File: src/rtl/core/lis_pkg.sv
`default_nettype none

package lis_pkg;

    localparam int MAX_LEN = 1024;
    localparam int LEN_W   = $clog2(MAX_LEN + 1);
    localparam int VAL_W   = 32;
    localparam int RUN_W   = 11;

    typedef struct packed {
        logic                    valid;
        logic signed [VAL_W-1:0] key;
        logic                    last;
        logic                    done;
        logic                    appended;
    } lis_token_t;

endpackage

`default_nettype wire

File: src/rtl/core/lis_tally.sv
`default_nettype none

module lis_tally (
    input  logic                   clk,
    input  logic                   rst_n,
    input  lis_pkg::lis_token_t    tok_in,
    input  logic                   result_stall,
    output logic                   advance,
    output logic                   result_valid,
    output logic [lis_pkg::RUN_W-1:0] run_length,
    output logic                   overflow,
    output logic                   is_last
);
    import lis_pkg::*;

    logic             tok_valid;
    logic [LEN_W-1:0] count_reg;
    logic [LEN_W-1:0] count_next;
    logic             ovf_reg;
    logic             ovf_next;
    logic             valid_reg;
    logic [LEN_W-1:0] out_len_reg;
    logic             out_ovf_reg;
    logic             out_last_reg;

    assign tok_valid = tok_in.valid;

    assign advance = !valid_reg || !result_stall;

    // a word that never settled fell off the end of a full chain
    always_comb
    begin
        count_next = count_reg + LEN_W'(tok_in.appended);
        ovf_next   = ovf_reg | !tok_in.done;
    end

    always_ff @(posedge clk or negedge rst_n)
    begin
        if (!rst_n)
        begin
            count_reg <= '0;
            ovf_reg   <= 1'b0;
            valid_reg <= 1'b0;
        end
        else if (advance)
        begin
            valid_reg <= tok_valid;
            if (tok_valid)
            begin
                if (tok_in.last)
                begin
                    count_reg <= '0;
                    ovf_reg   <= 1'b0;
                end
                else
                begin
                    count_reg <= count_next;
                    ovf_reg   <= ovf_next;
                end
            end
        end
    end

    always_ff @(posedge clk)
    begin
        if (advance && tok_valid)
        begin
            out_len_reg  <= count_next;
            out_ovf_reg  <= ovf_next;
            out_last_reg <= tok_in.last;
        end
    end

    assign result_valid = valid_reg;
    assign run_length   = RUN_W'(out_len_reg);
    assign overflow     = out_ovf_reg;
    assign is_last      = out_last_reg;

    a_count_bound: assert property (@(posedge clk) disable iff (!rst_n)
        count_reg <= LEN_W'(MAX_LEN))
        else $error("length count beyond store size");

    a_ovf_full: assert property (@(posedge clk) disable iff (!rst_n)
        valid_reg && out_ovf_reg |-> out_len_reg == LEN_W'(MAX_LEN))
        else $error("overflow reported with store not full");

    a_last_clear: assert property (@(posedge clk) disable iff (!rst_n)
        advance && tok_in.valid && tok_in.last |=> count_reg == '0 && !ovf_reg)
        else $error("state not cleared after last word");

endmodule

`default_nettype wire

File: config.mk
export PLATFORM = sky130hd
export DESIGN_NAME = lis_tally
export DESIGN_NICKNAME = d
export VERILOG_FILES = /design/src/rtl/core/lis_pkg.sv /design/src/rtl/core/lis_tally.sv
export SDC_FILE = /design/constraint.sdc
export NUM_CORES = 1
export LEC_CHECK = 0
export BUFFER_PORTS_ARGS = -buffer_cell sky130_fd_sc_hd__buf_2
export CAP_MARGIN = 10
export CORE_MARGIN = 2
export CORE_UTILIZATION = 35
export CTS_CLUSTER_DIAMETER = 60
export DETAILED_ROUTE_END_ITERATION = 6
export SYNTH_ARGS = -nofsm -noshare
export SYNTH_HDL_FRONTEND = slang
export SYNTH_SLANG_ARGS = --single-unit
File: constraint.sdc
create_clock -name clk -period 1.9 [get_ports clk]
set_input_delay 0 -clock clk [delete_from_list [all_inputs] [get_ports clk]]
set_output_delay 0 -clock clk [all_outputs]
set_load 0.01 [all_outputs]
==> After elaboration in Yosys (flattened, before gate mapping) <==
Cells that the tools add are included.
{ "totals": {"reg_bits": 26, "in_bits": 39, "output_inout_bits": 15, "elab_cells": 16} }
{ "op_classes": {"addsub": 1, "mux": 2, "bitwise_logic": 1, "reduce_logical": 6} }
{ "ops": {"columns": ["operator", "count"], "rows": [
  ["adder 11 x 1 -> 11 bit", 1],
  ["two-way mux 11 bit", 1],
  ["zero test 1 bit", 3],
  ["AND reduction 2 bit", 1],
  ["logical AND 1 bit", 1],
  ["logical OR 1 bit", 1],
  ["two-way mux 1 bit", 1],
  ["bitwise OR 1 bit", 1]
]} }

==> Depth between registers and ports, before layout <==
Gate-level depths: netlist (run 1).
{ "logic_depth": {"ltp_word": 3, "depth_mapped": 7, "depth_no_buf": 6} }

==> Least setup slack after synthesis (run 1) <==
Ideal clock, no wire load.
{ "synth_timing": {"kind": "reg-to-reg", "startpoint": "register valid_reg, in the netlist result_valid", "endpoint": "register count_reg[10]", "setup_time_ns": 0.104, "arrival_time_ns": 1.599, "required_ns": 1.796, "slack_ns": 0.198, "path_stages_with_launch": 8, "path_buffers": 1, "synth_period_minus_slack_ns": 1.702, "path_cell_list": "dfrtp_1 > nand2_1 > nand2_1 > inv_2 > nand2b_1 > clkbuf_1 > or4_1 > o311ai_1"} }
{ "synth_via": {"elab_chain_len": 3} }
{ "synth_lines": {"columns": ["item", "line", "source"], "rows": [
  ["start, declared", "lis_tally.sv:21", "logic valid_reg;"],
  ["start signal, assigned", "lis_tally.sv:47", "valid_reg <= tok_valid;"],
  ["zero test 1 bit", "lis_tally.sv:28", "assign advance = !valid_reg || !result_stall;"],
  ["logical OR 1 bit", "lis_tally.sv:28", null],
  ["via advance", "lis_tally.sv:8", "output logic advance,"],
  ["AND reduction 2 bit (no source line)", null, null],
  ["end signal, assigned", "lis_tally.sv:57", "count_reg <= count_next;"],
  ["end, declared", "lis_tally.sv:17", "logic [LEN_W-1:0] count_reg;"]
]} }
The timed path passes the listed nets, and every way through them passes these cells.
A chain may end at the register's enable or synchronous reset.

==> Final worst setup path (run 1) <==
{ "layout_timing": {"startpoint": "register count_reg[0]", "endpoint": "register count_reg[10]"} }
{ "layout_via": {"elab_chain_len": 2} }
{ "layout_lines": {"columns": ["item", "line", "source"], "rows": [
  ["adder 11 x 1 -> 11 bit", "lis_tally.sv:33", "count_next = count_reg + LEN_W'(tok_in.appended);"],
  ["two-way mux 11 bit", "lis_tally.sv:50", "if (tok_in.last)"]
]} }
Every way passes these cells.

==> impl_results.rst, run 1 <==
.. list-table::
   :header-rows: 1

   * - Metric
     - Value
   * - CTS HTree Levels
     - 1
   * - Site Rows
     - 21
   * - Peak VDD IR
     - 0.3011 mV
   * - Layout overhead on the synthesized area
     - 21.24%
   * - Worst hold-check slack
     - 0.04460 ns
   * - Detail-routed via count per cell
     - 4.860
   * - Net count reported at finish
     - 167
   * - Start point of the critical path
     - count_reg[0]
   * - GRT Residual Overflow
     - 0
   * - Worst hold start
     - tok_in[2]
   * - Number of warnings reported in the yosys synthesis log
     - 0
   * - Power per unit of standard cell area
     - 806.9 nW/µm²
   * - Last weighted congestion value of the routability-driven placer
     - 0.7834
   * - Number of fill cells
     - 317
   * - DRC
     - 0
   * - Worst min path class
     - in2reg
   * - HPWL reported at the end of detailed placement
     - 1.518 mm
   * - Result of the run
     - finished, final reports clean
   * - Root Buffer
     - sky130_fd_sc_hd__clkbuf_4
   * - Initial standard-cell utilization of the core
     - 35.70%
   * - Vias in the first global route
     - 813
   * - Utilization after layout
     - 43.28%
   * - Number of antenna violations at the first check in global routing
     - 0
   * - Number of standard cells after synthesis
     - 99
   * - Final setup slack of the worst path
     - 0.1953 ns
   * - Area of the mapped netlist
     - 1172 µm²
   * - Kind of end point of the critical path
     - flip-flop
   * - Top-Level Pins
     - 54
   * - Biggest area contributors in the synthesized netlist
     - sky130_fd_sc_hd__edfxtp_1 33%, sky130_fd_sc_hd__dfrtp_1 28%, sky130_fd_sc_hd__xnor2_1 5.2%
   * - Number of max-cap violations
     - 0
   * - Global-route wire length before repair
     - 3.657 mm
   * - Number of input and output port buffers inserted
     - 21
   * - DP Cell Count
     - 162
   * - Max-slew violation count
     - 0
   * - Most frequent cells in the layout
     - 21 x sky130_fd_sc_hd__buf_2, 13 x sky130_fd_sc_hd__dfrtp_1, 13 x sky130_fd_sc_hd__edfxtp_1, 10 x sky130_fd_sc_hd__nand2_1, 8 x sky130_fd_sc_hd__o21ai_0
   * - Largest net degree at the start of global routing
     - 16
   * - Startpoint of the most critical register-to-register path
     - count_reg[0]
   * - Share of the synthesized area in the top cell type
     - 33.30%
   * - Clk buf depth
     - 2
   * - Clock Sinks
     - 26
   * - Post-synthesis sequential element count
     - 26
   * - Ant diodes
     - 0
   * - Number of design-rule violations left by the first detailed-router iteration
     - 28
   * - Hold Vio Cnt, Final
     - 0
   * - Proportion of synthesized chip area in sequential cells
     - 61.05%
   * - Reg2Reg Capture Point
     - count_reg[10]
   * - Clk slew on worst S/H paths
     - 0.15 ns
   * - Worst setup skew after layout
     - 0.01226 ns
   * - Final period utilization
     - 89.72%
   * - Post-Layout Inst Area
     - 1421 µm²
   * - Vias after detailed routing
     - 831
   * - Die area
     - 3829 µm²
   * - Placed instance area
     - 1319 µm²
   * - CTS tree
     - done
   * - Cell type contributing the most total cell area after synthesis
     - sky130_fd_sc_hd__edfxtp_1
   * - Die X
     - 61.88 µm
   * - Total Routing Usage GR
     - 13.48%
   * - Critical path launch point type
     - flip-flop
   * - Core Box Area
     - 3284 µm²
   * - Number of buffers inserted during clock tree synthesis
     - 3
   * - Routed len/inst
     - 13.48 µm
   * - Setup violators final
     - 0
   * - Maximum frequency from static timing analysis
     - 0.5866 GHz
   * - Cell count of the worst reg-to-reg path
     - 5
   * - Fraction of layout cells with a size suffix above 1
     - 24.80%
   * - Final Non-Filler Cells
     - 171
   * - Critical path fanouts, max
     - 5
   * - Worst setup slack for register-to-register paths
     - 0.20 ns
   * - Most common cell after layout, fill and taps aside
     - sky130_fd_sc_hd__buf_2
   * - Average cell area after synthesis
     - 11.84 µm²
   * - Die Height
     - 61.88 µm
   * - Worst slew pin tran
     - 0.3335 ns
   * - Sum of routed wire length over all layers
     - 2.305 mm
   * - Number of iterations in the first detailed-routing pass
     - 4
   * - Start-to-end type of the worst setup path
     - reg2reg
   * - Standby leakage power
     - 0.5976 nW
   * - Unrepaired setup endpoints after global routing
     - false
   * - Count of cells along the worst hold path
     - 1
   * - Setup bufs post-CTS
     - 0
   * - Rel. slew slack
     - 77.76%
   * - Final critical-path required period
     - 1.705 ns
   * - Overall power
     - 1.147 mW
   * - Clock insertion delay at the later pin of the skew report
     - 0.32 ns
   * - Post-cts repair resize count
     - 0
   * - Destination of the worst hold path
     - is_last
   * - Number of distinct library cells after synthesis
     - 27
   * - Critical path arrival
     - 1.94 ns
   * - Required time of the critical path
     - 2.14 ns
   * - Worst setup timing slack at the placement stage
     - 0.2000 ns
   * - Number of antenna-violating nets in the routed design
     - 0
   * - Mapped Nets
     - 140
   * - Sum of negative setup slack
     - 0 ns
## worst max-delay path, cell delays in order, from the launching register on
cell and delay (ns):
sky130_fd_sc_hd__dfrtp_1 0.37, sky130_fd_sc_hd__ha_1 0.19, sky130_fd_sc_hd__ha_1 0.32, sky130_fd_sc_hd__nand3_4 0.13, sky130_fd_sc_hd__or4_1 0.53, sky130_fd_sc_hd__o311ai_1 0.09
## power by group
part	switching [mW]	internal [mW]
registers	0.0154	0.630
logic	0.0709	0.0527
clock network	0.165	0.213
total	0.251	0.896
## cell type report
class / instances / area [µm²] / area share [%]
Multi-Input combinational cell: 64 / 410.4 / 28.87
Inverter: 2 / 7.507 / 0.5282
Clock buffer: 3 / 22.52 / 1.585
Tap cell: 46 / 57.56 / 4.049
Clock inverter: 1 / 30.03 / 2.113
Timing Repair Buffer: 29 / 177.7 / 12.50
Sequential cell: 26 / 715.7 / 50.35
## routing by layer
layer	wire length, µm	up-vias	track usage (%)
met4	27	0	7.903
met2	1238	19	23.46
met3	59	2	1.863
met5	0	-	0
met1	980	401	15.76
li1	-	409	-
## synthesized netlist by cell type, drive strengths merged
library cell	n
a21boi	1
a22o	2
a31oi	4
and3	3
buf	3
clkbuf	4
dfrtp	13
edfxtp	13
ha	2
inv	2
nand2	10
nand2b	5
nand3	7
nand4	1
nor2	4
o21ai	9
o311ai	1
o31ai	5
or4	1
xnor2	7
xor2	2
## worst max path at each step
stage	endpoint	cells past startpoint	slack (ns)
3_3_place_gp	count_reg[10]	5	0.24
6_report	count_reg[10]	5	0.20
5_1_grt	count_reg[10]	5	0.08
3_5_place_dp	count_reg[10]	5	0.20
4_1_cts	count_reg[10]	5	0.18
2_1_floorplan	count_reg[10]	7	0.20
## logic make-up after synthesis
logic type                 share of synthesized area, %
and+or+nand+nor                                   13.98
AOI/OAI and AO/OA                                 12.17
xor gates and xnor gates                          6.724
DFF                                               61.05
buffers and inverters                             3.948
adders and majority gates                         2.134
## what timing repair did
action	4_1_cts	5_1_grt
setup endpoints to repair	0	0
hold buffers	5	0
hold endpoints to repair	17	0
Note: power is estimated with default switching activity, not from simulation.
==> run 2, diff against run 1 <==
--- a/config.mk
+++ b/config.mk
@@ -11,6 +11,7 @@
 export CORE_UTILIZATION = 35
 export CTS_CLUSTER_DIAMETER = 60
 export DETAILED_ROUTE_END_ITERATION = 6
+export PLACE_DENSITY_LB_ADDON = 0.05
 export SYNTH_ARGS = -nofsm -noshare
 export SYNTH_HDL_FRONTEND = slang
 export SYNTH_SLANG_ARGS = --single-unit
==> run 2 against run 1 <==
  * Clock-buffer cell count grew 1
  * Largest cell class unchanged
  * Global-route usage fell by 0.28 points
  * Maximum frequency shrank 0.35%
  * Worst hold slack better by 0.0055 ns
  * Register-to-register slack is essentially flat
  * Largest power group unchanged
  * Clock skew down 0.0048 ns
==> impl_results.rst, run 2 (same netlist as run 1, synthesis figures left out) <==
.. list-table::
   :header-rows: 1

   * - Metric
     - Value
   * - Largest net degree at the start of global routing
     - 15 (-1)
   * - Busiest grt layer
     - met2
   * - Power per unit of standard cell area
     - 739.1 nW/µm² (-8.4%)
   * - Clock insertion delay at the later pin of the skew report
     - 0.31 ns (about the same)
   * - Delay of the slowest cell on the worst path
     - 0.52 ns (about the same)
   * - Total Routing Usage GR
     - 13.20% (-0.28 points)
   * - Die area
     - 3829 µm² (unchanged)
   * - Overall power
     - 1.044 mW (-9.0%)
   * - Utilization after layout
     - 43.01% (-0.27 points)
   * - Buf/Inv on CP
     - 0 (unchanged)
   * - Count of cells along the worst hold path
     - 1 (unchanged)
   * - Clk slew on worst S/H paths
     - 0.14 ns (about the same)
   * - Start-to-end type of the worst setup path
     - reg2reg
   * - Number of iterations in the first detailed-routing pass
     - 4 (unchanged)
   * - Ant diodes
     - 0 (unchanged)
   * - Hold Vio Cnt, Final
     - 0 (unchanged)
   * - GR Layer Usage met1
     - 18.32% (+2.6 points)
   * - Initial standard-cell utilization of the core
     - 35.70% (unchanged)
   * - Most frequent cells in the layout
     - 21 x sky130_fd_sc_hd__buf_2, 13 x sky130_fd_sc_hd__dfrtp_1, 13 x sky130_fd_sc_hd__edfxtp_1, 10 x sky130_fd_sc_hd__nand2_1, 8 x sky130_fd_sc_hd__o21ai_0
   * - Number of antenna violations at the first check in global routing
     - 0 (unchanged)
   * - Kind of end point of the critical path
     - flip-flop
   * - CTS HTree Levels
     - 1 (unchanged)
   * - Layout overhead on the synthesized area
     - 20.49%
   * - Clk buf depth
     - 2 (unchanged)
   * - Peak VDD IR
     - 0.2690 mV (-11%)
   * - Number of max-cap violations
     - 0 (unchanged)
   * - Cell class contributing the biggest share of worst-path delay
     - simple AND/OR/NAND/NOR gates
   * - Standby leakage power
     - 0.5962 nW (-0.25%)
   * - Switching Power
     - 0.2452 mW (-2.4%)
   * - Die Height
     - 61.88 µm (unchanged)
   * - Cell breakdown of the critical path
     - ha_1 -> ha_1 -> nand3_4 -> or4_1 -> o311ai_1
   * - DRC
     - 0 (unchanged)
   * - Post-Layout Inst Area
     - 1413 µm² (-0.62%)
   * - Fraction of layout cells with a size suffix above 1
     - 25.40% (+0.60 points)
   * - Max-slew violation count
     - 0 (unchanged)
   * - Most common cell after layout, fill and taps aside
     - sky130_fd_sc_hd__buf_2
   * - Required time of the critical path
     - 2.12 ns (-0.02 ns)
   * - GRT Residual Overflow
     - 0 (unchanged)
   * - Clock Sinks
     - 26 (unchanged)
   * - Sum of negative setup slack
     - 0 ns (unchanged)
   * - Cell count of the worst reg-to-reg path
     - 5 (unchanged)
   * - Worst hold start
     - tok_in[2]
   * - CTS tree
     - done
   * - Final period utilization
     - 90.04% (+0.31 points)
   * - Startpoint of the most critical register-to-register path
     - count_reg[0]
   * - Site Rows
     - 21 (unchanged)
   * - Last weighted congestion value of the routability-driven placer
     - 0.7437 (-5.1%)
   * - Reg2Reg Capture Point
     - count_reg[10]
   * - Int Pwr
     - 0.7989 mW (-11%)
   * - Core Box Area
     - 3284 µm² (unchanged)
   * - Fraction of met3 tracks used by global routing
     - 2.484% (+0.62 points)
   * - Die X
     - 61.88 µm (unchanged)
   * - Sequential Power Share
     - 61.6% (+5.4 points)
   * - Sum of routed wire length over all layers
     - 2.166 mm (-6.0%)
   * - Unrepaired setup endpoints after global routing
     - false
   * - Worst min path class
     - in2reg
   * - Number of buffers inserted during clock tree synthesis
     - 3 (unchanged)
   * - Critical path fanouts, max
     - 5 (unchanged)
   * - Destination of the worst hold path
     - is_last
   * - Maximum frequency from static timing analysis
     - 0.5846 GHz (-0.35%)
   * - Cell repeated most along the worst path
     - sky130_fd_sc_hd__ha_1
   * - Final critical-path required period
     - 1.711 ns (+0.005947 ns)
   * - Top-Level Pins
     - 54 (unchanged)
   * - Portion of total power attributed to the clock network
     - 26.7% (-6.3 points)
   * - Number of input and output port buffers inserted
     - 21 (unchanged)
   * - Global-route wire length before repair
     - 3.663 mm (+0.16%)
   * - Worst setup slack for register-to-register paths
     - 0.19 ns (about the same)
   * - Number of fill cells
     - 342 (+7.9%)
   * - Root Buffer
     - sky130_fd_sc_hd__clkbuf_4
   * - Result of the run
     - finished, final reports clean
   * - Worst setup skew after layout
     - 0.007455 ns (-0.004806 ns)
   * - Post-cts repair resize count
     - 0 (unchanged)
   * - Detail-routed via count per cell
     - 4.733 (-2.6%)
   * - Slowest stage cell, crit path
     - sky130_fd_sc_hd__or4_1
   * - Switching Share
     - 23.48% (+1.6 points)
   * - HPWL reported at the end of detailed placement
     - 1.443 mm (-4.9%)
   * - Vias after detailed routing
     - 814 (-2.0%)
   * - Critical path arrival
     - 1.93 ns (about the same)
   * - Net count reported at finish
     - 168 (+0.60%)
   * - Routed len/inst
     - 12.59 µm (-6.6%)
   * - Rel. slew slack
     - 77.99% (+0.22 points)
   * - Placed instance area
     - 1326 µm² (+0.57%)
   * - Critical path depth
     - 5 (unchanged)
   * - Worst slew pin tran
     - 0.3302 ns (-0.003366 ns)
   * - Critical path launch point type
     - flip-flop
   * - Routing usage on met2
     - 20.75% (-2.7 points)
   * - Number of antenna-violating nets in the routed design
     - 0 (unchanged)
   * - Number of design-rule violations left by the first detailed-router iteration
     - 14 (-50%)
   * - Setup violators final
     - 0 (unchanged)
   * - Vias in the first global route
     - 768 (-5.5%)
   * - Combinational cell fraction of total power
     - 11.7% (+0.9 points)
run 2: cell count changes in the layout (fill, tap and decap cells not counted):
cell and delta:
sky130_fd_sc_hd__bufinv_16 -1, sky130_fd_sc_hd__clkbuf_8 +1, sky130_fd_sc_hd__buf_4 +1
run 2: worst reg2reg max path: cells and delay by family, from the launching register on:
family                   cells  cell delay (ns)
flip-flops                   1             0.37
AND/OR/NAND/NOR              2             0.65
adder cells (fa/ha/maj)      2             0.51
AO/OA/AOI/OAI                1             0.09
run 2: power groups by stage:
stage                     sequential, mW  combinational [mW]  clock (mW)
after CTS                          0.644               0.125       0.298
after detailed placement           0.655               0.117           0
after global placement             0.655               0.117           0
after global routing               0.649               0.141       0.321
final                              0.643               0.122       0.278
after floorplan                    0.664              0.0568           0
run 2: final cells by class:
| class | count | area, µm² | area share (%) |
|---|---|---|---|
| multi-input cells | 64 | 410.4 | 29.05 |
| clock buffers | 4 | 36.28 | 2.569 |
| flip-flops and latches | 26 | 715.7 | 50.66 |
| repair buffers | 30 | 185.2 | 13.11 |
| inverters | 2 | 7.507 | 0.5314 |
| well taps | 46 | 57.56 | 4.074 |
run 2: stage by stage:
stage                     hold WS (ns)  setup WS, ns  std cells
after CTS                      0.02528        0.1524        172
after floorplan                -0.2956        0.1976         99
after global placement        -0.07361        0.2192        163
after global routing           0.02262       0.06981        172
final                          0.05008        0.1893        172
after detailed placement      -0.07895        0.1998        163
run 2: repair_timing:
| item | 4_1_cts | 5_1_grt |
|---|---|---|
| hold buffers | 5 | 0 |
| buffers inserted | 0 | 0 |
| hold endpoints to repair | 17 | 0 |
run 2: worst max path at each step:
stage | startpoint | end | slack, ns
3_5_place_dp | count_reg[0] | count_reg[10] | 0.20
5_1_grt | count_reg[0] | count_reg[10] | 0.07
3_3_place_gp | count_reg[0] | count_reg[10] | 0.22
2_1_floorplan | result_valid | count_reg[10] | 0.20
4_1_cts | count_reg[0] | count_reg[10] | 0.15
6_report | count_reg[0] | count_reg[10] | 0.19
run 2: layer usage:
| layer | vias to the layer above | part of all wire [%] |
|---|---|---|
| met4 | 0 | 1.1 |
| met3 | 2 | 2.9 |
| met5 | - | 0 |
| met1 | 383 | 52 |
| li1 | 413 | - |
| met2 | 16 | 44 |
