`config.mk`:
```
export PLATFORM = sky130hd
export DESIGN_NAME = lis_cell
export DESIGN_NICKNAME = d
export VERILOG_FILES = /design/src/rtl/core/lis_pkg.sv /design/src/rtl/core/lis_cell.sv
export SDC_FILE = /design/constraint.sdc
export NUM_CORES = 1
export LEC_CHECK = 0
export BUFFER_PORTS_ARGS = -buffer_cell sky130_fd_sc_hd__buf_2
export CAP_MARGIN = 20
export CORE_ASPECT_RATIO = 1.5
export CORE_MARGIN = 10
export CORE_UTILIZATION = 52
export CTS_CLUSTER_SIZE = 16
export DETAILED_ROUTE_END_ITERATION = 7
export PLACE_DENSITY = 0.9
export SKIP_CTS_REPAIR_TIMING = 1
export SLEW_MARGIN = 5
export SYNTH_ARGS = -nofsm -noshare
export SYNTH_HDL_FRONTEND = slang
export SYNTH_SLANG_ARGS = --single-unit
export TNS_END_PERCENT = 100
```
`constraint.sdc`:
```
create_clock -name clk -period 3.77 [get_ports clk]
set_clock_uncertainty 0.05 [all_clocks]
set_input_delay 0 -clock clk [delete_from_list [all_inputs] [get_ports clk]]
set_output_delay 0 -clock clk [all_outputs]
set_load 0.01 [all_outputs]
```
`src/rtl/core/lis_pkg.sv`:
```
`default_nettype none

package lis_pkg;

    localparam int MAX_LEN = 1024;
    localparam int LEN_W   = $clog2(MAX_LEN + 1);
    localparam int VAL_W   = 32;
    localparam int RUN_W   = 11;

    typedef struct packed {
        logic                    valid;
        logic signed [VAL_W-1:0] key;
        logic                    last;
        logic                    done;
        logic                    appended;
    } lis_token_t;

endpackage

`default_nettype wire

```
`src/rtl/core/lis_cell.sv`:
```
`default_nettype none

module lis_cell (
    input  logic                clk,
    input  logic                rst_n,
    input  logic                advance,
    input  lis_pkg::lis_token_t tok_in,
    output lis_pkg::lis_token_t tok_out
);
    import lis_pkg::*;

    logic                    occ_reg;
    logic                    occ_next;
    logic signed [VAL_W-1:0] tail_reg;
    logic signed [VAL_W-1:0] tail_next;
    lis_token_t              tok_reg;
    lis_token_t              tok_next;
    logic                    land;

    // word settles here if the cell is empty or its tail is not below the key
    always_comb
    begin
        land               = tok_in.valid && !tok_in.done &&
                             (!occ_reg || !(tail_reg < tok_in.key));
        tail_next          = land ? tok_in.key : tail_reg;
        occ_next           = (tok_in.valid && tok_in.last) ? 1'b0 : (occ_reg | land);
        tok_next           = tok_in;
        tok_next.done      = tok_in.done | land;
        tok_next.appended  = tok_in.appended | (land & !occ_reg);
    end

    always_ff @(posedge clk or negedge rst_n)
    begin
        if (!rst_n)
        begin
            occ_reg       <= 1'b0;
            tok_reg.valid <= 1'b0;
        end
        else if (advance)
        begin
            occ_reg <= occ_next;
            tok_reg <= tok_next;
        end
    end

    always_ff @(posedge clk)
    begin
        if (advance)
        begin
            tail_reg <= tail_next;
        end
    end

    assign tok_out = tok_reg;

endmodule

`default_nettype wire

```
=== After elaboration in Yosys (flattened, before gate mapping) ===
Index checks and enable logic that the tools add are counted.

* $add $sub $neg: 0
* Muxes and demuxes: 1
* Reduce and logical (&&, ||, !) cells: 9
* Multiply operators: 0
* Shifts and indexed selects: 0
* Eq/ne operators: 0
* Bitwise operators: 4
* Order comparisons: 1
* Divide/modulo/power cells: 0

{| class="wikitable"
|+ Operators with widths
! cell !! number
|-
| $lt 32x32->1 || 1
|-
| $reduce_and 2->1 || 2
|-
| $logic_and 1x1->1 || 3
|-
| $logic_not 1->1 || 3
|-
| $or 1x1->1 || 3
|-
| $and 1x1->1 || 1
|-
| $logic_or 1x1->1 || 1
|-
| $mux 1 || 1
|}

* RAM bits: 0
* Flip-flop bits (word level): 69
* Bits in latches: 0
* Memories kept: 0
* Bits in read-only memories: 0
* Bits of input ports: 39
* Output and inout bits: 36
* Word-level logic and storage cells: 22

=== Depth between registers and ports, before layout ===
Gate-level depths: netlist (run 1).

* Depth in word-level cells: 6
* Depth in mapped cells: 8
* Mapped depth without buffers: 8

=== Least setup slack after synthesis (run 1) ===
OpenSTA, ideal clock, no wires.

* Kind: register to register
* Start: register tail_reg[31]
* End: register tail_reg[0], enable pin
* Buffers on the path: 0
* Required time: 3299 ps
* Setup slack: 319 ps
* Period minus slack after synthesis: 3451 ps
* Arrival time: 2980 ps
* Cell stages (with the launch flop): 8
* Setup time: 421 ps
* Path through: edfxtp_1 > ha_1 > nand4_1 > nor2_1 > a211oi_2 > o211ai_1 > a311o_1 > nor2_1

* Longest elaborated chain between the ends: 5

{| class="wikitable"
|+ Ends and longest elaborated chain
! item !! RTL line !! text
|-
| start: declaration || lis_cell.sv:14 || <nowiki>logic signed [VAL_W-1:0] tail_reg;</nowiki>
|-
| start signal: assignment || lis_cell.sv:50 || <nowiki>tail_reg <= tail_next;</nowiki>
|-
| $lt 32x32->1 || lis_cell.sv:24 || <nowiki>(!occ_reg || !(tail_reg < tok_in.key));</nowiki>
|-
| $logic_not 1->1 || lis_cell.sv:24 ||
|-
| $logic_or 1x1->1 || lis_cell.sv:24 ||
|-
| $logic_and 1x1->1 || lis_cell.sv:23 || <nowiki>land = tok_in.valid && !tok_in.done &&</nowiki>
|-
| $reduce_and 2->1 (no line) || - ||
|}

Every way passes these cells.
A chain may end at the register's enable or synchronous reset.

=== Final worst setup path (run 1) ===
* Start: register tail_reg[23]
* End: register tail_reg[31], enable pin

The elaborated chain is that of the path after synthesis.

==> results of run 1 <==
[worst max-delay path, cell delays in order (launching register included)]
cell and delay, ps:
edfxtp_1 370, ha_1 320, a21oi_1 150, o21ai_0 160, a211oi_2 210, o211ai_1 210
a311o_1 450, nor2_4 240, buf_4 370
[final cells by class]
| class | count | share of cell area (%) |
|---|---|---|
| repair buffers | 114 | 19.0 |
| flip-flops and latches | 69 | 51.1 |
| multi-input cells | 95 | 19.0 |
| clock buffers | 10 | 3.16 |
| inverters | 33 | 3.07 |
| well taps | 70 | 2.17 |
| clock inverters | 5 | 2.48 |
[kinds of logic (layout without fill, tap and decap cells)]
family                   count (synthesis)  count (layout)  synth area share, %
AND/OR/NAND/NOR                         32              32                 5.14
AO/OA/AOI/OAI                           32              32                 7.48
adder cells (fa/ha/maj)                 31              31                 13.2
flip-flops                              69              69                 70.0
buffers and inverters                   33             162                 4.21
[per-layer routing]
layer,routed length [microns],GRT usage [%],vias up
met1,2400,13.5,944
li1,-,-,984
met3,449,5.43,8
met5,0,0,-
met2,3350,21.8,63
met4,85,4.98,0
[Yosys cell counts (all sizes together)]
cell | instances | share of area (%)
nand3b | 1 | 0.25
a31oi | 2 | 0.42
o21ai | 5 | 0.85
nand3 | 2 | 0.34
o41ai | 1 | 0.55
o211ai | 1 | 0.25
nor3 | 1 | 0.17
a311o | 1 | 0.34
or2b | 1 | 0.25
nor2 | 10 | 1.3
and2 | 1 | 0.21
edfxtp | 67 | 68
nand4 | 6 | 1.3
ha | 31 | 13
a21oi | 13 | 2.2
inv | 33 | 4.2
a211o | 1 | 0.30
dfrtp | 2 | 1.7
o311a | 1 | 0.34
a211oi | 4 | 1.2
a311oi | 1 | 0.51
nand2 | 9 | 1.1
nor4 | 1 | 0.21
a21o | 2 | 0.51
[where the power goes]
| group | leakage [nW] | total, mW | switching, mW | internal [mW] |
|---|---|---|---|---|
| Combinational | 0.991 | 0.195 | 0.103 | 0.0924 |
| Sequential | 0.645 | 0.899 | 0.0123 | 0.886 |
| Clock | 0.116 | 0.694 | 0.260 | 0.434 |
| Total | 1.75 | 1.79 | 0.375 | 1.41 |
[stage by stage]
stage	setup slack (ps)	util, %
floorplan	319	-
global placement	1080	62.3
detailed placement	889	62.3
CTS	888	66.4
global route	748	73.5
finish	885	73.5
[final timing paths]
check                               end  slack, ps  cells after the start
min in group asynchronous   tok_out[35]        510                      3
hold / removal               tok_out[0]        100                      3
max in group asynchronous       occ_reg       3030                      3
hold reg to reg             tok_out[35]        540                      2
setup reg to reg           tail_reg[31]        880                      8
setup / recovery           tail_reg[31]        880                      8
==> metrics.md, run 1 <==
| Metric | Value |
|---|---|
| Status | `completed` |
| WL/cell | `15.9 microns` |
| Residual DRC count | `0` |
| Setup-failing EPs final | `0` |
| Synthesized Nets | `between 200 and 300` |
| Post-route ant nets | `0` |
| Arrival time worst endpoint | `between 2000 and 3000 ps` |
| Hold_sp | `tok_in[1]` |
| Maximum vdd drop | `0.483 mV` |
| Distinct cell type count after synthesis | `25` |
| Die width | `about 81 microns` |
| Initial DRC Count | `roughly 130` |
| DR pass1 iterations | `4` |
| Register area | `approximately 0.0021 sq mm` |
| Fmax achieved | `approximately 0.35 GHz` |
| Max Cap Violations | `0` |
| Via/cell ratio | `between 5 and 6` |
| Max reg flops | `36` |
| Die area | `around 0.0091 sq mm` |
| CP Launch Type | `register` |
| CTS tree | `yes` |
| Initial antenna violation count | `0` |
| CP endpoint kind | `register` |
| Io pins | `75` |
| Overflow left after global routing | `0` |
| Post-synthesis cell count | `about 200` |
| First-pass GRT wire length | `roughly 9100 microns` |
| PD cells | `between 400 and 500 mW/mm^2` |
| RR Startpoint | `tail_reg[23]` |
| Synthesis-to-layout area growth | `37.1%` |
| Commonest non-fill, non-tap cell in the layout | `buf_2` |
| Headroom to the max-slew limit | `between 40 and 50%` |
| Sequential area share after synthesis | `70.0%` |
| RSZ-0062 raised after global routing | `false` |
| ANT cells | `0` |
| Hold crit path type | `in2reg` |
| Starting density of the core | `53.6%` |
| Crit Path Max Fanout | `24` |
| Most frequent cells in the layout | `buf_2 (74), edfxtp_1 (67), dlygate4sd3_1 (39)` |
| Non-filler cells, final | `about 400` |
| # rows | `33` |
| Post-Route Setup TNS | `0 ps` |
| Post-Route WL | `roughly 6300 microns` |
| Synth Register Bits | `between 60 and 70` |
| Synth Warn # | `0` |
| Fin nets | `about 390` |
| Vias in the first global route | `between 1500 and 2000` |
| Inst Count DP | `between 300 and 400` |
| CTS root buf | `clkbuf_8` |
| Synthesized area | `between 0.002 and 0.003 sq mm` |
| Fin. Hold Viols | `0` |
| Critical path class | `reg2reg` |
| Die Span Y | `approximately 110 microns` |
| GRT Total Usage | `12.8%` |
| Layout cell share with drive strength beyond 1 | `around 29%` |
| Final Max Slew Viols | `0` |
| Finished Cell Area | `roughly 0.0040 sq mm` |
| Area after DPL | `0.00342 sq mm` |
| Fillers | `around 340` |
| Minimum clock period | `about 2900 ps` |
| Insertion delay to the later sink of the worst-skew pair | `330 ps` |
| Clock transition at path regs | `approximately 70 ps` |
| Req. time, crit path | `3720 ps` |
| Bufs on Longest Clock Path | `2` |
| Sink Count | `69` |
| Core Area | `about 0.0055 sq mm` |
| Area of the multi-input gates | `roughly 770 sq um` |
| Port bufs | `74` |
| Final period util | `76.5%` |
| Tightest Pin Transition | `approximately 850 ps` |
| Dpl hpwl | `about 4500 microns` |
| Max H-tree Level | `3` |
| Pwr Total | `around 1.8 mW` |
| Crit path launch | `tail_reg[23]` |
| Leak Pwr | `roughly 1.8 nW` |
| Via count | `between 1500 and 2000` |
| Routability cong. | `roughly 0.8` |
| Hold slack | `~100 ps` |
| Avg Inst Size Synth | `15.0 sq um` |
| Largest net degree at the start of global routing | `36` |
| CTS Buf Count | `9` |
(Power assumes the default switching activity.)
==> run 2: changes to the inputs <==
--- a/config.mk
+++ b/config.mk
@@ -5,14 +5,15 @@
 export SDC_FILE = /design/constraint.sdc
 export NUM_CORES = 1
 export LEC_CHECK = 0
+export ABC_AREA = 1
 export BUFFER_PORTS_ARGS = -buffer_cell sky130_fd_sc_hd__buf_2
 export CAP_MARGIN = 20
 export CORE_ASPECT_RATIO = 1.5
 export CORE_MARGIN = 10
-export CORE_UTILIZATION = 52
+export CORE_UTILIZATION = 47
 export CTS_CLUSTER_SIZE = 16
 export DETAILED_ROUTE_END_ITERATION = 7
-export PLACE_DENSITY = 0.9
+export PLACE_DENSITY = 0.87
 export SKIP_CTS_REPAIR_TIMING = 1
 export SLEW_MARGIN = 5
 export SYNTH_ARGS = -nofsm -noshare
==> constraint.sdc (replaced) <==
create_clock -name clk -period 2.55 [get_ports clk]
set_clock_uncertainty 0.05 [all_clocks]
set_input_delay 0 -clock clk [delete_from_list [all_inputs] [get_ports clk]]
set_output_delay 0 -clock clk [all_outputs]
set_load 0.01 [all_outputs]
==> run 2 against run 1 <==
Sequential power increased by 47%; setup slack got worse by 640 ps; critical path type unchanged; non-clock buffer count grew 3; maximum frequency increased by 25%; register-to-register slack lost 640 ps; critical path depth up 5; combinational power is 52% higher; worst hold slack improved by 250 ps; clock power is 20% higher.
==> metrics.md, run 2 <==
| Metric | Value |
|---|---|
| Status | `completed (unchanged)` |
| Crit path launch | `tail_reg[15] (was tail_reg[23])` |
| Non-filler cells, final | `424 (was 396)` |
| Insertion delay to the later sink of the worst-skew pair | `340 ps (was 330 ps)` |
| Port bufs | `74 (unchanged)` |
| Sink Count | `69 (unchanged)` |
| Critical path's slowest cell | `edfxtp_1 (was a311o_1)` |
| Initial DRC Count | `118 (was 132)` |
| Clock transition at path regs | `70 ps (about the same)` |
| Final period util | `90.5% (was 76.5%)` |
| Arrival time worst endpoint | `2290 ps (was 2840 ps)` |
| Most frequent cells in the layout | `buf_2 (74), edfxtp_1 (67), inv_1 (41), dlygate4sd3_1 (41), nand2_1 (34) (was buf_2 (74), edfxtp_1 (67), dlygate4sd3_1 (39))` |
| RSZ-0062 raised after global routing | `false (unchanged)` |
| Most used DFF post-synth | `edfxtp_1 (unchanged)` |
| Setup-failing EPs final | `0 (unchanged)` |
| Critical path class | `reg2reg (unchanged)` |
| Worst r2r path cells | `13 (was 8)` |
| Overflow left after global routing | `0 (unchanged)` |
| Sequential area share after synthesis | `69.4% (was 70.0%)` |
| Hold crit path type | `in2reg (unchanged)` |
| Req. time, crit path | `2540 ps (was 3720 ps)` |
| Die width | `84.9 microns (was 81.5 microns)` |
| Via/cell ratio | `4.76 (was 5.05)` |
| Die area | `0.00997 sq mm (was 0.00914 sq mm)` |
| Bufs on Longest Clock Path | `2 (unchanged)` |
| Cell with the most instances after synthesis | `edfxtp_1 (unchanged)` |
| Synth top area share | `67.7% (was 68.3%)` |
| Initial antenna violation count | `0 (unchanged)` |
| Routability cong. | `0.711 (was 0.820)` |
| Residual DRC count | `0 (unchanged)` |
| Maximum vdd drop | `0.469 mV (was 0.483 mV)` |
| Synthesis-to-layout area growth | `36.8% (was 37.1%)` |
| Fin. Hold Viols | `0 (unchanged)` |
| CP cell instances | `ha_1, nand2_1, inv_1, nand3_1, nor3_1, nand2_1, nand2_1, nand2_1, nand2_1, nand2_1, nand3_2, nor2b_4, buf_12 (was ha_1, a21oi_1, o21ai_0, a211oi_2, o211ai_1, a311o_1, nor2_4, buf_4)` |
| Ys async rst share | `2.90% (unchanged)` |
| Hold slack | `345 ps (was 99.3 ps)` |
| Pwr Total | `2.45 mW (was 1.79 mW)` |
| Crit Path Max Fanout | `32 (was 24)` |
| Tightest Pin Transition | `627 ps (was 851 ps)` |
| Hold endpoint | `tok_out[2] (was tok_out[0])` |
| Leak Pwr | `1.85 nW (was 1.75 nW)` |
| Max H-tree Level | `3 (unchanged)` |
| Fmax achieved | `0.434 GHz (was 0.347 GHz)` |
| Headroom to the max-slew limit | `58.2% (was 43.3%)` |
| Largest net degree at the start of global routing | `33 (was 36)` |
| Synth Warn # | `0 (unchanged)` |
| Inst Count DP | `367 (was 342)` |
| Post-synthesis cell count | `217 (was 197)` |
| CP endpoint kind | `register (unchanged)` |
| Commonest cells post-synth | `edfxtp_1 (67), inv_1 (41), nand2_1 (34) (was edfxtp_1 (67), inv_1 (33), ha_1 (31))` |
| RR Startpoint | `tail_reg[15] (was tail_reg[23])` |
| Top post-synthesis cells by area | `edfxtp_1 (68%), ha_1 (13%), inv_1 (5.2%) (was edfxtp_1 (68%), ha_1 (13%), inv_1 (4.2%))` |
| # rows | `35 (was 33)` |
| Finished Cell Area | `0.00407 sq mm (was 0.00404 sq mm)` |
| Fin nets | `415 (was 392)` |
| Place WS | `249 ps (was 889 ps)` |
| Io pins | `75 (unchanged)` |
| Number of synthesized flops with an enable pin | `67 (unchanged)` |
| Core Area | `0.00613 sq mm (was 0.00549 sq mm)` |
| Post-Route Setup TNS | `0 ps (unchanged)` |
| Die Span Y | `117 microns (was 112 microns)` |
| Commonest non-fill, non-tap cell in the layout | `buf_2 (unchanged)` |
| Crit path largest cell delay | `370 ps (was 450 ps)` |
| Distinct cell type count after synthesis | `22 (was 25)` |
| Synth Register Bits | `69 (unchanged)` |
| Vias in the first global route | `2146 (was 1983)` |
| CTS Buf Count | `9 (unchanged)` |
| Final design utilization | `66.3% (was 73.5%)` |
| Avg Inst Size Synth | `13.7 sq um (was 15.0 sq um)` |
| Max Cap Violations | `0 (unchanged)` |
| DR pass1 iterations | `4 (unchanged)` |
| WL/cell | `15.0 microns (was 15.9 microns)` |
| CTS tree | `yes (unchanged)` |
| Most frequent CP cell | `nand2_1` |
| Post-route ant nets | `0 (unchanged)` |
| Synthesized Nets | `287 (was 267)` |
| Endpoint of the worst register-to-register path | `tail_reg[19] (was tail_reg[31])` |
| Minimum clock period | `2310 ps (was 2890 ps)` |
| Hold_sp | `tok_in[2] (was tok_in[1])` |
| GRT Total Usage | `12.4% (was 12.8%)` |
| Dpl hpwl | `4640 microns (was 4470 microns)` |
| CP Launch Type | `register (unchanged)` |
| Yosys top cell by area | `edfxtp_1 (unchanged)` |
| Final Max Slew Viols | `0 (unchanged)` |
| Via count | `2017 (was 1999)` |
| Post-Route WL | `6380 microns (was 6280 microns)` |
| Max reg flops | `36 (unchanged)` |
| Synthesized area | `0.00297 sq mm (was 0.00295 sq mm)` |
| PD cells | `603 mW/mm^2 (was 443 mW/mm^2)` |
| Starting density of the core | `48.5% (was 53.6%)` |
| Hold path depth | `2 (was 3)` |
| Reg2Reg Setup Slack | `240 ps (was 880 ps)` |
| First-pass GRT wire length | `9870 microns (was 9130 microns)` |
| Area after DPL | `0.00348 sq mm (was 0.00342 sq mm)` |
| Worst Setup Slack, final | `243 ps (was 885 ps)` |
| Layout cell share with drive strength beyond 1 | `28.0% (was 28.8%)` |
| CTS root buf | `clkbuf_8 (unchanged)` |
| ANT cells | `0 (unchanged)` |
==> run 2: changes by cell type after synthesis, moves of 2 or more <==
cell      change
nor2_1        -3
nand4_1       -5
a31oi_1       -2
inv_1         +8
nand3_1       +2
inv_2         +2
a21o_1        -2
a211oi_1      -3
o21ai_0       -2
nand2_1      +25
==> run 2: cells by family (layout without fill, tap and decap cells) <==
family | count (synthesis) | in the layout | share of synthesized area (%)
flip-flops | 69 | 69 | 69.4
AND/OR/NAND/NOR | 51 | 51 | 7.58
buffers and inverters | 43 | 176 | 5.43
adder cells (fa/ha/maj) | 31 | 31 | 13.0
AO/OA/AOI/OAI | 22 | 22 | 4.21
multiplexers | 1 | 1 | 0.379
==> run 2: worst max-delay path by stage <==
stage	slack (ps)	cells past startpoint	end
after floorplan	280	9	tail_reg[0]
after global placement	450	12	tail_reg[2]
after detailed placement	250	13	tail_reg[3]
after CTS	240	13	tail_reg[16]
after global routing	110	13	tail_reg[23]
final	240	13	tail_reg[19]
==> run 2: cell type report <==
cell class	count	area, sq um
clock inverter	6	53.8
clock buffer	10	128
tap	74	92.6
inverter	43	161
fill	464	2060
multi-input combinational	105	749
timing repair buffer	117	821
sequential	69	2060
==> run 2: worst max-delay path, delay by kind of cell, from the launching register on <==
family,cells,cell delay (ps)
and+or+nand+nor,10,960
DFF,1,370
adders and majority gates,1,310
buffers and inverters,2,280
==> run 2: routing by layer <==
layer,up-vias,share of wire [%],track usage (%)
met5,-,0,0
met4,0,2.6,7.33
met3,15,6.8,4.64
met2,60,53,21.9
met1,937,38,11.7
li1,1005,-,-
==> run 2: where the power goes <==
| group | leakage (nW) | switching, mW | total, mW | internal (mW) |
|---|---|---|---|---|
| clock | 0.0888 | 0.390 | 0.830 | 0.440 |
| combinational | 1.11 | 0.153 | 0.297 | 0.144 |
| sequential | 0.644 | 0.0151 | 1.32 | 1.31 |
| total | 1.85 | 0.558 | 2.45 | 1.89 |
==> run 3: changes to the inputs <==
==> constraint.sdc (replaced) <==
create_clock -name clk -period 2.55 [get_ports clk]
set_clock_uncertainty 0.05 [all_clocks]
set_input_delay 0.1275 -clock clk [delete_from_list [all_inputs] [get_ports clk]]
set_output_delay 0.1275 -clock clk [all_outputs]
set_load 0.01 [all_outputs]
==> run 3 against run 2 <==
Sequential power about the same; sequential share of layout area increased by 0.89 points; non-clock buffer count decreased by 7; cell count decreased by 1.7%; critical endpoint unchanged; largest cell class unchanged; largest power group unchanged.
==> metrics.md, run 3 (synthesis gave the netlist of run 2 again) <==
| Metric | Value |
|---|---|
| Inst Count DP | `367 (unchanged)` |
| Register area | `0.00206 sq mm (unchanged)` |
| CP Launch Type | `primary input (was register)` |
| Bufs on Longest Clock Path | `2 (unchanged)` |
| Internal power | `1.88 mW (was 1.89 mW)` |
| Sink Count | `69 (unchanged)` |
| Hold path depth | `2 (unchanged)` |
| Clock network fraction of total power | `33.9% (about the same)` |
| Residual DRC count | `0 (unchanged)` |
| Routability cong. | `0.711 (unchanged)` |
| Sequential share of power | `54.3% (was 54.0%)` |
| Switching share of power | `22.7% (about the same)` |
| Die area | `0.00997 sq mm (unchanged)` |
| WL/cell | `15.0 microns (about the same)` |
| Dpl hpwl | `4640 microns (unchanged)` |
| CP endpoint kind | `register (unchanged)` |
| Fin. Hold Viols | `0 (unchanged)` |
| Die width | `84.9 microns (unchanged)` |
| Hold_sp | `advance (was tok_in[2])` |
| GRT Total Usage | `12.4% (unchanged)` |
| Most frequent CP cell | `nand2_1 (unchanged)` |
| Reg2Reg Setup Slack | `240 ps (about the same)` |
| Logic gate share of total power | `11.7% (was 12.1%)` |
| First-pass GRT wire length | `9870 microns (unchanged)` |
| Headroom to the max-slew limit | `57.9% (was 58.2%)` |
| Fillers | `471 (was 464)` |
| CP cell instances | `dlygate4sd3_1, buf_2, inv_1, ha_1, nand2_1, inv_1, nand3_1, nor3_1, nand2_1, nand2_1, nand2_1, nand2_1, nand2_1, nand3_2, nor2b_4, buf_12 (was ha_1, nand2_1, inv_1, nand3_1, nor3_1, nand2_1, nand2_1, nand2_1, nand2_1, nand2_1, nand3_2, nor2b_4, buf_12)` |
| Vias in the first global route | `2146 (unchanged)` |
| Hold endpoint | `occ_reg (was tok_out[2])` |
| Endpoint of the worst register-to-register path | `tail_reg[19] (unchanged)` |
| Final design utilization | `65.2% (was 66.3%)` |
| RSZ-0062 raised after global routing | `false (unchanged)` |
| Critical path's slowest cell | `dlygate4sd3_1 (was edfxtp_1)` |
| Via/cell ratio | `4.80 (was 4.76)` |
| Area of the multi-input gates | `749 sq um (unchanged)` |
| Leak Pwr | `1.82 nW (was 1.85 nW)` |
| Crit Path Max Fanout | `32 (unchanged)` |
| Crit path largest cell delay | `520 ps (was 370 ps)` |
| CTS tree | `yes (unchanged)` |
| Critical path class | `in2reg (was reg2reg)` |
| RR Startpoint | `tail_reg[15] (unchanged)` |
| Initial antenna violation count | `0 (unchanged)` |
| Die Span Y | `117 microns (unchanged)` |
| Overflow left after global routing | `0 (unchanged)` |
| Final Max Slew Viols | `0 (unchanged)` |
| Core Area | `0.00613 sq mm (unchanged)` |
| Starting density of the core | `48.5% (unchanged)` |
| Arrival time worst endpoint | `2370 ps (was 2290 ps)` |
| Insertion delay to the later sink of the worst-skew pair | `340 ps (about the same)` |
| Most frequent cells in the layout | `buf_2 (74), edfxtp_1 (67), inv_1 (41) (was buf_2 (74), edfxtp_1 (67), inv_1 (41), dlygate4sd3_1 (41), nand2_1 (34))` |
| CTS root buf | `clkbuf_8 (unchanged)` |
| Final period util | `93.6% (was 90.5%)` |
| Commonest non-fill, non-tap cell in the layout | `buf_2 (unchanged)` |
| Fmax achieved | `0.419 GHz (was 0.434 GHz)` |
| Net Sw Power | `0.553 mW (was 0.558 mW)` |
| Via count | `2000 (was 2017)` |
| DR pass1 iterations | `4 (unchanged)` |
| Worst r2r path cells | `13 (unchanged)` |
| Post-Route WL | `6270 microns (was 6380 microns)` |
| Post-Route Setup TNS | `0 ps (unchanged)` |
| Post-route ant nets | `0 (unchanged)` |
| # rows | `35 (unchanged)` |
| CTS Buf Count | `9 (unchanged)` |
| Status | `completed (unchanged)` |
| Tightest Pin Transition | `630 ps (was 627 ps)` |
| Setup-failing EPs final | `0 (unchanged)` |
| Io pins | `75 (unchanged)` |
| Port bufs | `74 (unchanged)` |
| Max reg flops | `36 (unchanged)` |
| PD cells | `610 mW/mm^2 (was 603 mW/mm^2)` |
| Synthesis-to-layout area growth | `34.5% (was 36.8%)` |
| Non-filler cells, final | `417 (was 424)` |
| Layout cell share with drive strength beyond 1 | `28.6% (was 28.0%)` |
| Hold crit path type | `in2reg (unchanged)` |
| Max H-tree Level | `3 (unchanged)` |
| Fin nets | `408 (was 415)` |
| Minimum clock period | `2390 ps (was 2310 ps)` |
| Initial DRC Count | `95 (was 118)` |
| Clock transition at path regs | `70 ps (about the same)` |
| Max Cap Violations | `0 (unchanged)` |
| Largest net degree at the start of global routing | `33 (unchanged)` |
| ANT cells | `0 (unchanged)` |
| Req. time, crit path | `2540 ps (about the same)` |
| Maximum vdd drop | `0.456 mV (was 0.469 mV)` |
==> run 3: changes by cell type in the layout (fill, tap and decap cells not counted), sizes merged <==
cell | previous run | this run
dlygate4sd3 | 41 | 34
==> run 3: worst max path at each step <==
stage                       startpoint            to  slack (ps)  cells past startpoint
after floorplan           tail_reg[21]   tail_reg[0]         280                      9
after CTS                 tail_reg[15]  tail_reg[16]         240                     13
after global placement     tail_reg[5]   tail_reg[2]         450                     12
after detailed placement  tail_reg[15]   tail_reg[3]         250                     13
final                       tok_in[18]  tail_reg[19]         160                     16
after global routing        tok_in[18]  tail_reg[23]          30                     16
==> run 3: per-stage QoR <==
step / instance area (sq um) / power [mW] / setup slack [ps] / hold slack [ps]
3_5_place_dp: 3480 / 1.60 / 249 / -124
3_3_place_gp: 3480 / 1.58 / 446 / -129
4_1_cts: 3660 / 2.43 / 241 / -497
6_report: 4000 / 2.44 / 163 / 6.46
2_1_floorplan: 2970 / 1.47 / 282 / -218
5_1_grt: 4000 / 2.55 / 25.0 / -1.65
==> run 3: area by class of cell <==
cell class / count / share of cell area, %
clock buffer: 10 / 3.19
clock inverter: 6 / 1.35
multi-input combinational: 105 / 18.7
inverter: 43 / 4.04
timing repair buffer: 110 / 18.8
sequential: 69 / 51.6
tap: 74 / 2.32
==> run 3: power by group through the flow <==
stage                     clock network [mW]  logic (mW)  registers [mW]
final                                  0.827       0.285            1.32
after global routing                   0.901       0.324            1.33
after CTS                              0.855       0.251            1.32
after detailed placement                   0       0.249            1.35
after global placement                     0       0.234            1.35
after floorplan                            0       0.102            1.37
==> run 3: critical path: cells and delay by family <==
family / cells / cell delay (ps)
adder cells (fa/ha/maj): 1 / 290
buffers and inverters: 5 / 950
AND/OR/NAND/NOR: 10 / 960
==> run 3: layer usage <==
metal	track usage, %	vias to the layer above	share of wire, %
met3	4.64	15	6.3
met1	11.7	941	39
met5	0	-	0
li1	-	989	-
met2	21.9	55	52
met4	7.33	0	2.6
